--- src/hw/rtl/dsp_pkg.sv ---
package dsp_pkg;

  // Default mantissa width; the block supports 64 to 128 bits.
  localparam int MANTISSA_BITS_DEF = 128;

  // Fixed field widths of the stream interface.
  localparam int CHAR_W     = 8;
  localparam int OUT_MANT_W = 128;
  localparam int SCALE_W    = 16;
  localparam int STATUS_W   = 3;

  localparam logic [SCALE_W-1:0] SCALE_MAX = '1;

  // Character codes the parser looks for.
  localparam logic [CHAR_W-1:0] CH_NUL   = 8'h00;
  localparam logic [CHAR_W-1:0] CH_TAB   = 8'h09;
  localparam logic [CHAR_W-1:0] CH_CR    = 8'h0D;
  localparam logic [CHAR_W-1:0] CH_SPACE = 8'h20;
  localparam logic [CHAR_W-1:0] CH_PLUS  = 8'h2B;
  localparam logic [CHAR_W-1:0] CH_MINUS = 8'h2D;
  localparam logic [CHAR_W-1:0] CH_POINT = 8'h2E;
  localparam logic [CHAR_W-1:0] CH_ZERO  = 8'h30;
  localparam logic [CHAR_W-1:0] CH_NINE  = 8'h39;

  typedef logic [STATUS_W-1:0] status_t;

  // Status codes returned with each result.
  localparam status_t ST_OK        = 3'd0;
  localparam status_t ST_EMPTY     = 3'd1;
  localparam status_t ST_POINTS    = 3'd2;
  localparam status_t ST_INVALID   = 3'd3;
  localparam status_t ST_NO_DIGITS = 3'd4;

  // Parser flags handed from the accumulator to the result stage.
  typedef struct packed {
    logic                lead;
    logic                negative;
    logic                seen_digit;
    status_t             err;
    logic [SCALE_W-1:0]  frac_count;
  } dsp_summary_t;

endpackage

--- src/hw/rtl/decimal_string_parser_core.sv ---
// The end request of a string passes from the input register into the result register, where its result becomes valid,
// provided the result register is free; otherwise the end request waits in the input register.
// Throughput: one request (a character or an end mark) per cycle while no end request waits, set by the single
// registered pass of the character decoder and the times-ten shift-add on the mantissa.
// Reset (rst_ni low, asynchronous) empties both registers and returns the parser to
// leading whitespace with a zero mantissa, zero scale and no latched error.
module decimal_string_parser_core import dsp_pkg::*; #(
  parameter int MANTISSA_BITS = MANTISSA_BITS_DEF
) (
  input  logic                clk_i,
  input  logic                rst_ni,
  // Input stream: one character request per transfer.
  input  logic                s_axis_tvalid,
  output logic                s_axis_tready,
  input  logic [7:0]          s_axis_tdata,   // [7:0] character
  input  logic                s_axis_tlast,   // end_of_string; tdata is ignored
  // Result stream: one result per string.
  output logic                m_axis_tvalid,
  input  logic                m_axis_tready,
  output logic [143:0]        m_axis_tdata,   // [63:0] mantissa_low, [127:64] mantissa_high,
                                              // [143:128] scale
  output logic [2:0]          m_axis_tuser    // [2:0] status
);

  logic                     in_valid;
  logic [CHAR_W-1:0]        in_char;
  logic                     in_eos;
  logic                     advance;
  logic                     out_free;
  dsp_summary_t             summary;
  logic [MANTISSA_BITS-1:0] mant;
  logic [OUT_MANT_W-1:0]    res_mant;
  logic [SCALE_W-1:0]       res_scale;
  status_t                  res_status;

  // The input register holds one request. A character request always moves on; an end
  // request moves on only when the result register is empty or being drained, so a
  // waiting result never blocks the characters of the following string.
  assign advance = in_valid && (!in_eos || out_free);

  dsp_in_reg u_in_reg (
    .clk_i     (clk_i),
    .rst_ni    (rst_ni),
    .s_valid_i (s_axis_tvalid),
    .s_ready_o (s_axis_tready),
    .s_char_i  (s_axis_tdata),
    .s_eos_i   (s_axis_tlast),
    .advance_i (advance),
    .valid_o   (in_valid),
    .char_o    (in_char),
    .eos_o     (in_eos)
  );

  // The accumulator decodes one character per cycle while the input register advances: sign, point, digits, whitespace
  // and the first error, with the mantissa updated as ten times itself plus the digit.
  dsp_accum #(
    .MANTISSA_BITS (MANTISSA_BITS)
  ) u_accum (
    .clk_i     (clk_i),
    .rst_ni    (rst_ni),
    .step_i    (advance),
    .char_i    (in_char),
    .eos_i     (in_eos),
    .summary_o (summary),
    .mant_o    (mant)
  );

  // On an end request the result stage reads the accumulated state before it is
  // cleared, applies the sign, sign-extends to 128 bits and resolves the status.
  dsp_result #(
    .MANTISSA_BITS (MANTISSA_BITS)
  ) u_result (
    .clk_i      (clk_i),
    .rst_ni     (rst_ni),
    .load_i     (advance && in_eos),
    .summary_i  (summary),
    .mant_i     (mant),
    .m_ready_i  (m_axis_tready),
    .m_valid_o  (m_axis_tvalid),
    .m_mant_o   (res_mant),
    .m_scale_o  (res_scale),
    .m_status_o (res_status),
    .free_o     (out_free)
  );

  assign m_axis_tdata = {res_scale, res_mant};
  assign m_axis_tuser = res_status;

endmodule

--- src/hw/rtl/dsp_in_reg.sv ---
module dsp_in_reg import dsp_pkg::*; (
  input  logic              clk_i,
  input  logic              rst_ni,
  input  logic              s_valid_i,
  output logic              s_ready_o,
  input  logic [CHAR_W-1:0] s_char_i,
  input  logic              s_eos_i,
  input  logic              advance_i,
  output logic              valid_o,
  output logic [CHAR_W-1:0] char_o,
  output logic              eos_o
);

  logic              valid_q, valid_d;
  logic [CHAR_W-1:0] char_q;
  logic              eos_q;

  // The register may take a new request when it is empty or drains this cycle.
  assign s_ready_o = !valid_q || advance_i;

  always_comb begin
    valid_d = valid_q;
    if (s_ready_o) begin
      valid_d = s_valid_i;
    end
  end

  always_ff @(posedge clk_i or negedge rst_ni) begin
    if (!rst_ni) begin
      valid_q <= 1'b0;
    end else begin
      valid_q <= valid_d;
    end
  end

  always_ff @(posedge clk_i) begin
    if (s_valid_i && s_ready_o) begin
      char_q <= s_char_i;
      eos_q  <= s_eos_i;
    end
  end

  assign valid_o = valid_q;
  assign char_o  = char_q;
  assign eos_o   = eos_q;

endmodule

--- src/hw/rtl/dsp_accum.sv ---
module dsp_accum import dsp_pkg::*; #(
  parameter int MANTISSA_BITS = MANTISSA_BITS_DEF
) (
  input  logic                     clk_i,
  input  logic                     rst_ni,
  input  logic                     step_i,
  input  logic [CHAR_W-1:0]        char_i,
  input  logic                     eos_i,
  output dsp_summary_t             summary_o,
  output logic [MANTISSA_BITS-1:0] mant_o
);

  localparam logic [1:0] PH_LEAD = 2'd0;
  localparam logic [1:0] PH_BODY = 2'd1;
  localparam logic [1:0] PH_DONE = 2'd2;

  logic [1:0]               phase_q, phase_d;
  logic                     neg_q, neg_d;
  logic                     frac_q, frac_d;
  logic                     seen_q, seen_d;
  logic [MANTISSA_BITS-1:0] mant_q, mant_d;
  logic [SCALE_W-1:0]       count_q, count_d;
  status_t                  err_q, err_d;

  logic                     is_space, is_digit, do_body;
  logic [MANTISSA_BITS-1:0] mant_x10;

  assign is_space = (char_i == CH_SPACE) || (char_i >= CH_TAB && char_i <= CH_CR);
  assign is_digit = (char_i >= CH_ZERO) && (char_i <= CH_NINE);

  // Times ten as a shift-add, plus the digit value; wraps modulo the width.
  assign mant_x10 = (mant_q << 3) + (mant_q << 1)
                  + MANTISSA_BITS'(char_i - CH_ZERO);

  always_comb begin
    phase_d = phase_q;
    neg_d   = neg_q;
    frac_d  = frac_q;
    seen_d  = seen_q;
    mant_d  = mant_q;
    count_d = count_q;
    err_d   = err_q;
    do_body = 1'b0;

    if (step_i && eos_i) begin
      // End of string: the result stage has taken the state, start afresh.
      phase_d = PH_LEAD;
      neg_d   = 1'b0;
      frac_d  = 1'b0;
      seen_d  = 1'b0;
      mant_d  = '0;
      count_d = '0;
      err_d   = ST_OK;
    end else if (step_i) begin
      case (phase_q)
        PH_LEAD: begin
          if (char_i == CH_NUL) begin
            err_d   = ST_EMPTY;
            phase_d = PH_DONE;
          end else if (is_space) begin
            phase_d = PH_LEAD;
          end else if (char_i == CH_MINUS) begin
            neg_d   = 1'b1;
            phase_d = PH_BODY;
          end else if (char_i == CH_PLUS) begin
            phase_d = PH_BODY;
          end else begin
            phase_d = PH_BODY;
            do_body = 1'b1;
          end
        end
        PH_BODY: begin
          do_body = 1'b1;
        end
        default: begin
          phase_d = phase_q;
        end
      endcase

      if (do_body) begin
        if (char_i == CH_NUL) begin
          phase_d = PH_DONE;
        end else if (char_i == CH_POINT) begin
          if (frac_q) begin
            err_d   = ST_POINTS;
            phase_d = PH_DONE;
          end else begin
            frac_d = 1'b1;
          end
        end else if (is_digit) begin
          seen_d = 1'b1;
          mant_d = mant_x10;
          if (frac_q && count_q != SCALE_MAX) begin
            count_d = count_q + SCALE_W'(1);
          end
        end else if (!is_space) begin
          err_d   = ST_INVALID;
          phase_d = PH_DONE;
        end
      end
    end
  end

  always_ff @(posedge clk_i or negedge rst_ni) begin
    if (!rst_ni) begin
      phase_q <= PH_LEAD;
      neg_q   <= 1'b0;
      frac_q  <= 1'b0;
      seen_q  <= 1'b0;
      mant_q  <= '0;
      count_q <= '0;
      err_q   <= ST_OK;
    end else begin
      phase_q <= phase_d;
      neg_q   <= neg_d;
      frac_q  <= frac_d;
      seen_q  <= seen_d;
      mant_q  <= mant_d;
      count_q <= count_d;
      err_q   <= err_d;
    end
  end

  assign summary_o.lead       = (phase_q == PH_LEAD);
  assign summary_o.negative   = neg_q;
  assign summary_o.seen_digit = seen_q;
  assign summary_o.err        = err_q;
  assign summary_o.frac_count = count_q;
  assign mant_o               = mant_q;

  // A latched error always stops the parse.
  assert property (@(posedge clk_i) disable iff (!rst_ni)
    (err_q != ST_OK) |-> (phase_q == PH_DONE))
    else $error("error latched while parse still running");

  // Fraction digits can only be counted after a decimal point.
  assert property (@(posedge clk_i) disable iff (!rst_ni)
    (count_q != '0) |-> (frac_q && seen_q))
    else $error("fraction count without point or digit");

  // Any digit or sign takes the parser out of the leading whitespace.
  assert property (@(posedge clk_i) disable iff (!rst_ni)
    (phase_q == PH_LEAD) |-> (!seen_q && !neg_q && !frac_q && mant_q == '0))
    else $error("parse state set during leading whitespace");

  // An end item always returns the parser to its initial state.
  assert property (@(posedge clk_i) disable iff (!rst_ni)
    (step_i && eos_i) |=> (phase_q == PH_LEAD && err_q == ST_OK && count_q == '0))
    else $error("parser not cleared after end of string");

endmodule

--- src/hw/rtl/dsp_result.sv ---
module dsp_result import dsp_pkg::*; #(
  parameter int MANTISSA_BITS = MANTISSA_BITS_DEF
) (
  input  logic                     clk_i,
  input  logic                     rst_ni,
  input  logic                     load_i,
  input  dsp_summary_t             summary_i,
  input  logic [MANTISSA_BITS-1:0] mant_i,
  input  logic                     m_ready_i,
  output logic                     m_valid_o,
  output logic [OUT_MANT_W-1:0]    m_mant_o,
  output logic [SCALE_W-1:0]       m_scale_o,
  output status_t                  m_status_o,
  output logic                     free_o
);

  logic                     valid_q, valid_d;
  logic [OUT_MANT_W-1:0]    mant_q, mant_d;
  logic [SCALE_W-1:0]       scale_q, scale_d;
  status_t                  status_q, status_d;
  logic [MANTISSA_BITS-1:0] signed_val;

  assign free_o = !valid_q || m_ready_i;

  assign signed_val = summary_i.negative ? (~mant_i + MANTISSA_BITS'(1)) : mant_i;

  always_comb begin
    status_d = summary_i.err;
    if (summary_i.err == ST_OK) begin
      if (summary_i.lead) begin
        status_d = ST_EMPTY;
      end else if (!summary_i.seen_digit) begin
        status_d = ST_NO_DIGITS;
      end
    end
    if (status_d == ST_OK) begin
      mant_d  = OUT_MANT_W'($signed(signed_val));
      scale_d = summary_i.frac_count;
    end else begin
      mant_d  = '0;
      scale_d = '0;
    end
  end

  always_comb begin
    valid_d = valid_q;
    if (load_i) begin
      valid_d = 1'b1;
    end else if (m_ready_i) begin
      valid_d = 1'b0;
    end
  end

  always_ff @(posedge clk_i or negedge rst_ni) begin
    if (!rst_ni) begin
      valid_q <= 1'b0;
    end else begin
      valid_q <= valid_d;
    end
  end

  always_ff @(posedge clk_i) begin
    if (load_i) begin
      mant_q   <= mant_d;
      scale_q  <= scale_d;
      status_q <= status_d;
    end
  end

  assign m_valid_o  = valid_q;
  assign m_mant_o   = mant_q;
  assign m_scale_o  = scale_q;
  assign m_status_o = status_q;

endmodule
--- config.mk ---
export PLATFORM = sky130hd
export DESIGN_NAME = decimal_string_parser_core
export DESIGN_NICKNAME = d
export VERILOG_FILES = /design/src/hw/rtl/dsp_pkg.sv /design/src/hw/rtl/decimal_string_parser_core.sv /design/src/hw/rtl/dsp_in_reg.sv /design/src/hw/rtl/dsp_accum.sv /design/src/hw/rtl/dsp_result.sv
export SDC_FILE = /design/constraint.sdc
export NUM_CORES = 1
export LEC_CHECK = 0
export BUFFER_PORTS_ARGS = -buffer_cell sky130_fd_sc_hd__clkbuf_2
export CAP_MARGIN = 30
export CORE_MARGIN = 1
export CORE_UTILIZATION = 45
export DETAILED_ROUTE_END_ITERATION = 8
export GPL_ROUTABILITY_DRIVEN = 0
export SYNTH_ARGS = -nofsm -noshare
export SYNTH_HDL_FRONTEND = slang
export SYNTH_HIERARCHICAL = 1
export SYNTH_SLANG_ARGS = --single-unit
--- constraint.sdc ---
create_clock -name clk_i -period 15.06 [get_ports clk_i]
set_input_delay 3.765 -clock clk_i [delete_from_list [all_inputs] [get_ports clk_i]]
set_output_delay 3.765 -clock clk_i [all_outputs]
set_load 0.03 [all_outputs]
# Yosys cells after proc, flatten, opt, wreduce, memory -nomap -nowiden
# Index checks and enable logic that the tools add are counted.
[word_totals]
reg_bits = 310
input_bits = 13
output_inout_bits = 149
wordCells = 126
[classes]
n_addsub = 5
magnitude_cmp = 4
eq_ne = 9
mux = 64
bitwise_logic = 1
n_reduce_logical = 29
[op_table]
columns = ["cell", "count"]
rows = [
  ["$mux 128", 7],
  ["$add 128x128->128", 2],
  ["$add 128x1->128 const B", 1],
  ["$not 128->128", 1],
  ["$mux 16", 7],
  ["$mux 3", 13],
  ["$eq 8x6->1 const B", 4],
  ["$mux 1", 26],
  ["$mux 2", 10],
  ["$add 16x1->16 const B", 1],
  ["$ne 16x16->1 const B", 1],
  ["$reduce_bool 2->1", 8],
  ["$reduce_and 5->1", 2],
  ["$sub 8x6->9 const B", 1],
  ["$ge 8x4->1 const B", 1],
  ["$ge 8x6->1 const B", 1],
  ["$le 8x4->1 const B", 1],
  ["$le 8x6->1 const B", 1],
  ["$logic_not 8->1", 1],
  ["$logic_and 1x1->1", 6],
  ["$logic_not 3->1", 2],
  ["$ne 2x1->1 const B", 3],
  ["$reduce_and 6->1", 1],
  ["$logic_or 1x1->1", 4],
  ["other kinds (5)", 7],
]

# Logic depth before layout (Yosys ltp)
[depth]
ltp_word = 13
mapped_depth = 17
depth_no_buf = 16

# Modules after synthesis
# The synthesis kept the hierarchy.
[by_module_without_submodules]
columns = ["mod", "instances", "cells_per_inst", "area_each_um2", "seq_area_each_um2"]
rows = [
  ["dsp_accum", 1, 2072, 16938.7, 3803.6],
  ["dsp_result", 1, 806, 8355.5, 4439.3],
  ["dsp_in_reg", 1, 13, 324.1, 295.3],
  ["decimal_string_parser_core", 1, 3, 18.8, 0.0],
]

# Least setup slack after synthesis
# OpenSTA, ideal clock, no wires.
[synth_timing]
path_type = "register -> register"
start = "register u_in_reg.char_q[5] (netlist: u_in_reg/char_o[5])"
end = "register u_accum.mant_q[124] (netlist: u_accum/mant_o[124])"
setup_ps = 122
arrival_ps = 16163
required_ps = 14938
path_slack_ps = -1225
path_stages_with_launch = 18
n_path_buf = 1
period_less_slack_ps = 16285
path_cell_list = "edfxtp_1 -> ha_1 -> nor3_1 -> fa_1 -> ha_1 -> clkbuf_1 -> a21o_1 -> a31oi_1 -> nor2_1 -> or3b_2 -> a311o_1 -> a31oi_2 -> o31ai_1 -> or2_2 -> a21oi_1 -> o21ai_0 -> or3_1 -> o2111a_1"
[synth_between]
elab_chain_cells = 10
word_cells_on_any_way = 32
cone_classes = "2 x add/sub; 4 x order compare; 6 x eq/ne; 13 x mux; 7 x reduce/logical"
[synth_lines]
columns = ["element", "line", "source"]
rows = [
  ["start, declared", "dsp_in_reg.sv:15", "logic [CHAR_W-1:0] char_q;"],
  ["start signal, assigned", "dsp_in_reg.sv:38", "char_q <= s_char_i;"],
  ["parallel branches: the longest is 10 deep, another holds $add 128x128->128", "-", ""],
  ["end signal, assigned", "dsp_accum.sv:118", "mant_q <= mant_d;"],
  ["end, declared", "dsp_accum.sv:21", "logic [MANTISSA_BITS-1:0] mant_q, mant_d;"],
]
# Several ways; the timed one is not identified. The select of a mux whose other input is x is not followed.
# A chain may end at the register's enable or synchronous reset.

# Worst setup path after layout
[layout_timing]
start = "input m_axis_tready"
end = "output s_axis_tready"
[layout_between]
elab_chain_cells = 4
[layout_lines]
columns = ["element", "line", "source"]
rows = [
  ["start, declared", "decimal_string_parser_core.sv:19", "input logic m_axis_tready,"],
  ["$logic_or 1x1->1", "dsp_result.sv:23", "assign free_o = !valid_q || m_ready_i;"],
  ["net out_free", "decimal_string_parser_core.sv:29", "logic out_free;"],
  ["$logic_or 1x1->1", "decimal_string_parser_core.sv:39", "assign advance = in_valid && (!in_eos || out_free);"],
  ["$logic_and 1x1->1", "decimal_string_parser_core.sv:39", ""],
  ["net advance", "decimal_string_parser_core.sv:28", "logic advance;"],
  ["$logic_or 1x1->1", "dsp_in_reg.sv:19", "assign s_ready_o = !valid_q || advance_i;"],
  ["end, declared", "decimal_string_parser_core.sv:14", "output logic s_axis_tready,"],
]
# The timed path passes the listed nets, and every way through them passes these cells.

==> metrics <==
routed len/inst 21.13 microns; clk sink count 310; ys async rst share 0.4968; Worst Max-Slew Pin Slew 1099 ps; final setup margin 6135 ps; Pwr Density 102.3 nW/um^2; Ant. Diodes 0; top cell type by total area after synthesis edfxtp_1; top post-synthesis cells by area edfxtp_1 (18%), dfrtp_1 (15%), fa_1 (9.8%), ha_1 (6.5%), a21oi_1 (6.0%); Antenna Nets Post-Route 0; crit path max fanout 12; met1 WL 34.91 mm; Reg2Reg Depth 17; r2r endpoint u_accum/mant_o[119]$_DFFE_PN0P_; wire length on met2 34.57 mm; clock latency on the worst-skew pair 580 ps; clk_skew 23.38 ps; Syn. warnings 6; mapped cell area 25640 sq um; Hold Violations, Final 0; worst path cell trace clkbuf_2 -> nand2b_1 -> inv_1 -> a21boi_1 -> nand2b_4 -> clkbuf_2; DRC 2; I/O pin total 162; nets 3235; fin crit share 0.5926; Max Cap Viol 0; total negative setup slack 0 ps; layout cells sized above 1 0.09653; hpwl dp 58.59 mm; CTS Hold Buffers Added 0; Slowest-stage cell, CP a21boi_1; largest net degree at the start of global routing 121; CP most frequent cell clkbuf_2; Post-Route WL 79.24 mm; CTS Buf Count 38; Cell variety after synth 84; clock period minus worst slack 8925 ps; Largest stage delay, worst path 650 ps; max-slew violation count 0; Resized cells post-CTS 0; EDFF count, synth 156; failing checks design-rule violations; final setup fails 0; unrepaired setup endpoints after global routing no; CTS tree yes; gate count of the mapped netlist 2894; GRT Total Usage 0.2739; CTS clk-pin slew, worst paths 60 ps; I/O Buffers 161; DR WL met3 6.332 mm; DRT iter0 DRCs 2138; worst setup path end s_axis_tready; H-tree depth 2; post-synthesis sequential area ratio 0.3330; worst min path class register to register; Syn-to-layout area delta 11.00%; CP Launch Point m_axis_tready; die area 57930 sq um; core footprint 56390 sq um; r2r startpoint u_in_reg/char_o[5]$_DFFE_PP_; Die W 240.7 microns; Synth top area share 0.1827; top layer in use met4; CP startpoint kind input pin; Starting Density 0.4547; FF-to-FF setup slack 8310 ps; Synth Register Bits 310; worst path arrival time 5160 ps; CP Capture Type output pin; Primary FF master, synth edfxtp_1; floorplan row count 87; Max-slew headroom 0.2610; Layout Cells excl Fill 3750; fmax 112.0 MHz; post-synthesis area per instance 8.859 sq um; Via density 6.095; Clock Tree Root clkbuf_16; dpl ws 6130 ps; first-pass iteration count of the detailed router 8; Die Span Y 240.7 microns; antenna violations before repair 1; Lkg Pwr 0.01217 uW; Peak VDD IR 70.96 uV; status complete, but fails checks; synth cell count leaders nand2_1 (372), a21oi_1 (308), nor2_1 (285); Worst EP required 11300 ps; syn_nets 3165; class of the most critical setup path input pin to output pin; Hold WS 512.0 ps; fin util 0.5047; CTS max path bufs 3; Post-CTS Setup Repair Bufs 0; Via Count 22860; vias in the first global route 21860; first-pass GRT wire length 124.2 mm; most instantiated library cell after synthesis nand2_1; placed cell count 3678; gr ovfl total 0
state kept, by name, indices dropped and copies added, names as in the netlist:
register,count
u_accum/mant_o,128
u_result/m_mant_o,128
u_accum/count_q,16
u_result/m_scale_o,16
u_in_reg/char_o,8
u_accum/err_q,3
u_result/m_status_o,3
u_accum/phase_q,2
u_accum/frac_q,1
u_accum/neg_q,1
u_accum/seen_q,1
u_in_reg/eos_o,1
u_in_reg/valid_o,1
u_result/m_valid_o,1
cells in the final DEF, fill, tap and decap left out, drive strengths merged, types with 6 or more instances in the layout:
cell type and n:
nor4 48, or3 38, o41ai 27, a21boi 6, or4 14, clkinv 9, nand2b 17, or2 11
bufinv 8, nand3 66, nor2b 12, nand3b 9, nor2 285, nand4 78, clkbuf 206, a31o 8
o211a 6, edfxtp 156, a21oi 308, inv 65, a21o 60, o31ai 49, and2 27, o21bai 44
ha 133, o211ai 10, a31oi 23, nor3 56, nand2 373, and3 14, buf 21, dfrtp 154
o21ai 182, xnor2 89, xor2 155, o21a 22, fa 125, a211oi 15, nand4b 8
worst max-delay path, delay by kind of cell:
kind | cells | cell delay [ps]
AOI/OAI and AO/OA | 1 | 650
and+or+nand+nor | 2 | 420
buffers and inverters | 3 | 320
how the worst min path moves through the flow:
stage	endpoint	start	slack (ps)	cells after the start
2_1_floorplan	u_accum/neg_q$_DFFE_PN0P_	u_accum/neg_q$_DFFE_PN0P_	470	2
3_3_place_gp	u_accum/err_q[2]$_DFFE_PN0P_	u_accum/err_q[2]$_DFFE_PN0P_	500	1
4_1_cts	u_accum/err_q[2]$_DFFE_PN0P_	u_accum/err_q[2]$_DFFE_PN0P_	520	1
5_1_grt	u_accum/err_q[2]$_DFFE_PN0P_	u_accum/err_q[2]$_DFFE_PN0P_	530	1
3_5_place_dp	u_accum/err_q[2]$_DFFE_PN0P_	u_accum/err_q[2]$_DFFE_PN0P_	510	1
6_report	u_accum/err_q[2]$_DFFE_PN0P_	u_accum/err_q[2]$_DFFE_PN0P_	510	1
stage by stage:
step,total power (uW),cell area (sq um)
3_3_place_gp,1850,26970
6_report,2911,28460
2_1_floorplan,1570,25640
5_1_grt,3026,28460
3_5_place_dp,1863,27010
4_1_cts,2906,28400
where the power goes:
part / leakage, uW / switching, uW / total [uW] / internal (uW)
clock network: 0.000670 / 407 / 1030 / 628
logic: 0.00785 / 637 / 875 / 238
registers: 0.00365 / 58.1 / 1000 / 942
total: 0.0122 / 1100 / 2910 / 1810
layer usage:
metal  track usage  up-vias
met2        0.4166      956
met1        0.3854    11140
met5             0        -
met4        0.1114        0
met3       0.04770      177
li1              -    10580
cells by family (layout without fill, tap and decap cells):
group,after synthesis,in the layout,share of synthesized area
buf+inv,212,312,0.03197
fa+ha+maj,258,258,0.1625
simple gates,1068,1068,0.1949
flops,310,310,0.3330
compound gates,796,796,0.1919
mux,6,6,0.002391
xor+xnor,244,244,0.08336
final cells by class:
cell class	instances	area, sq um
flip-flops and latches	310	8542
clock buffers	46	1022
multi-input cells	2372	16320
repair buffers	181	1032
inverters	61	229.0
clock inverters	24	366.6
fillers	5381	27930
well taps	756	945.9
Power figures use the tool's default switching activity.
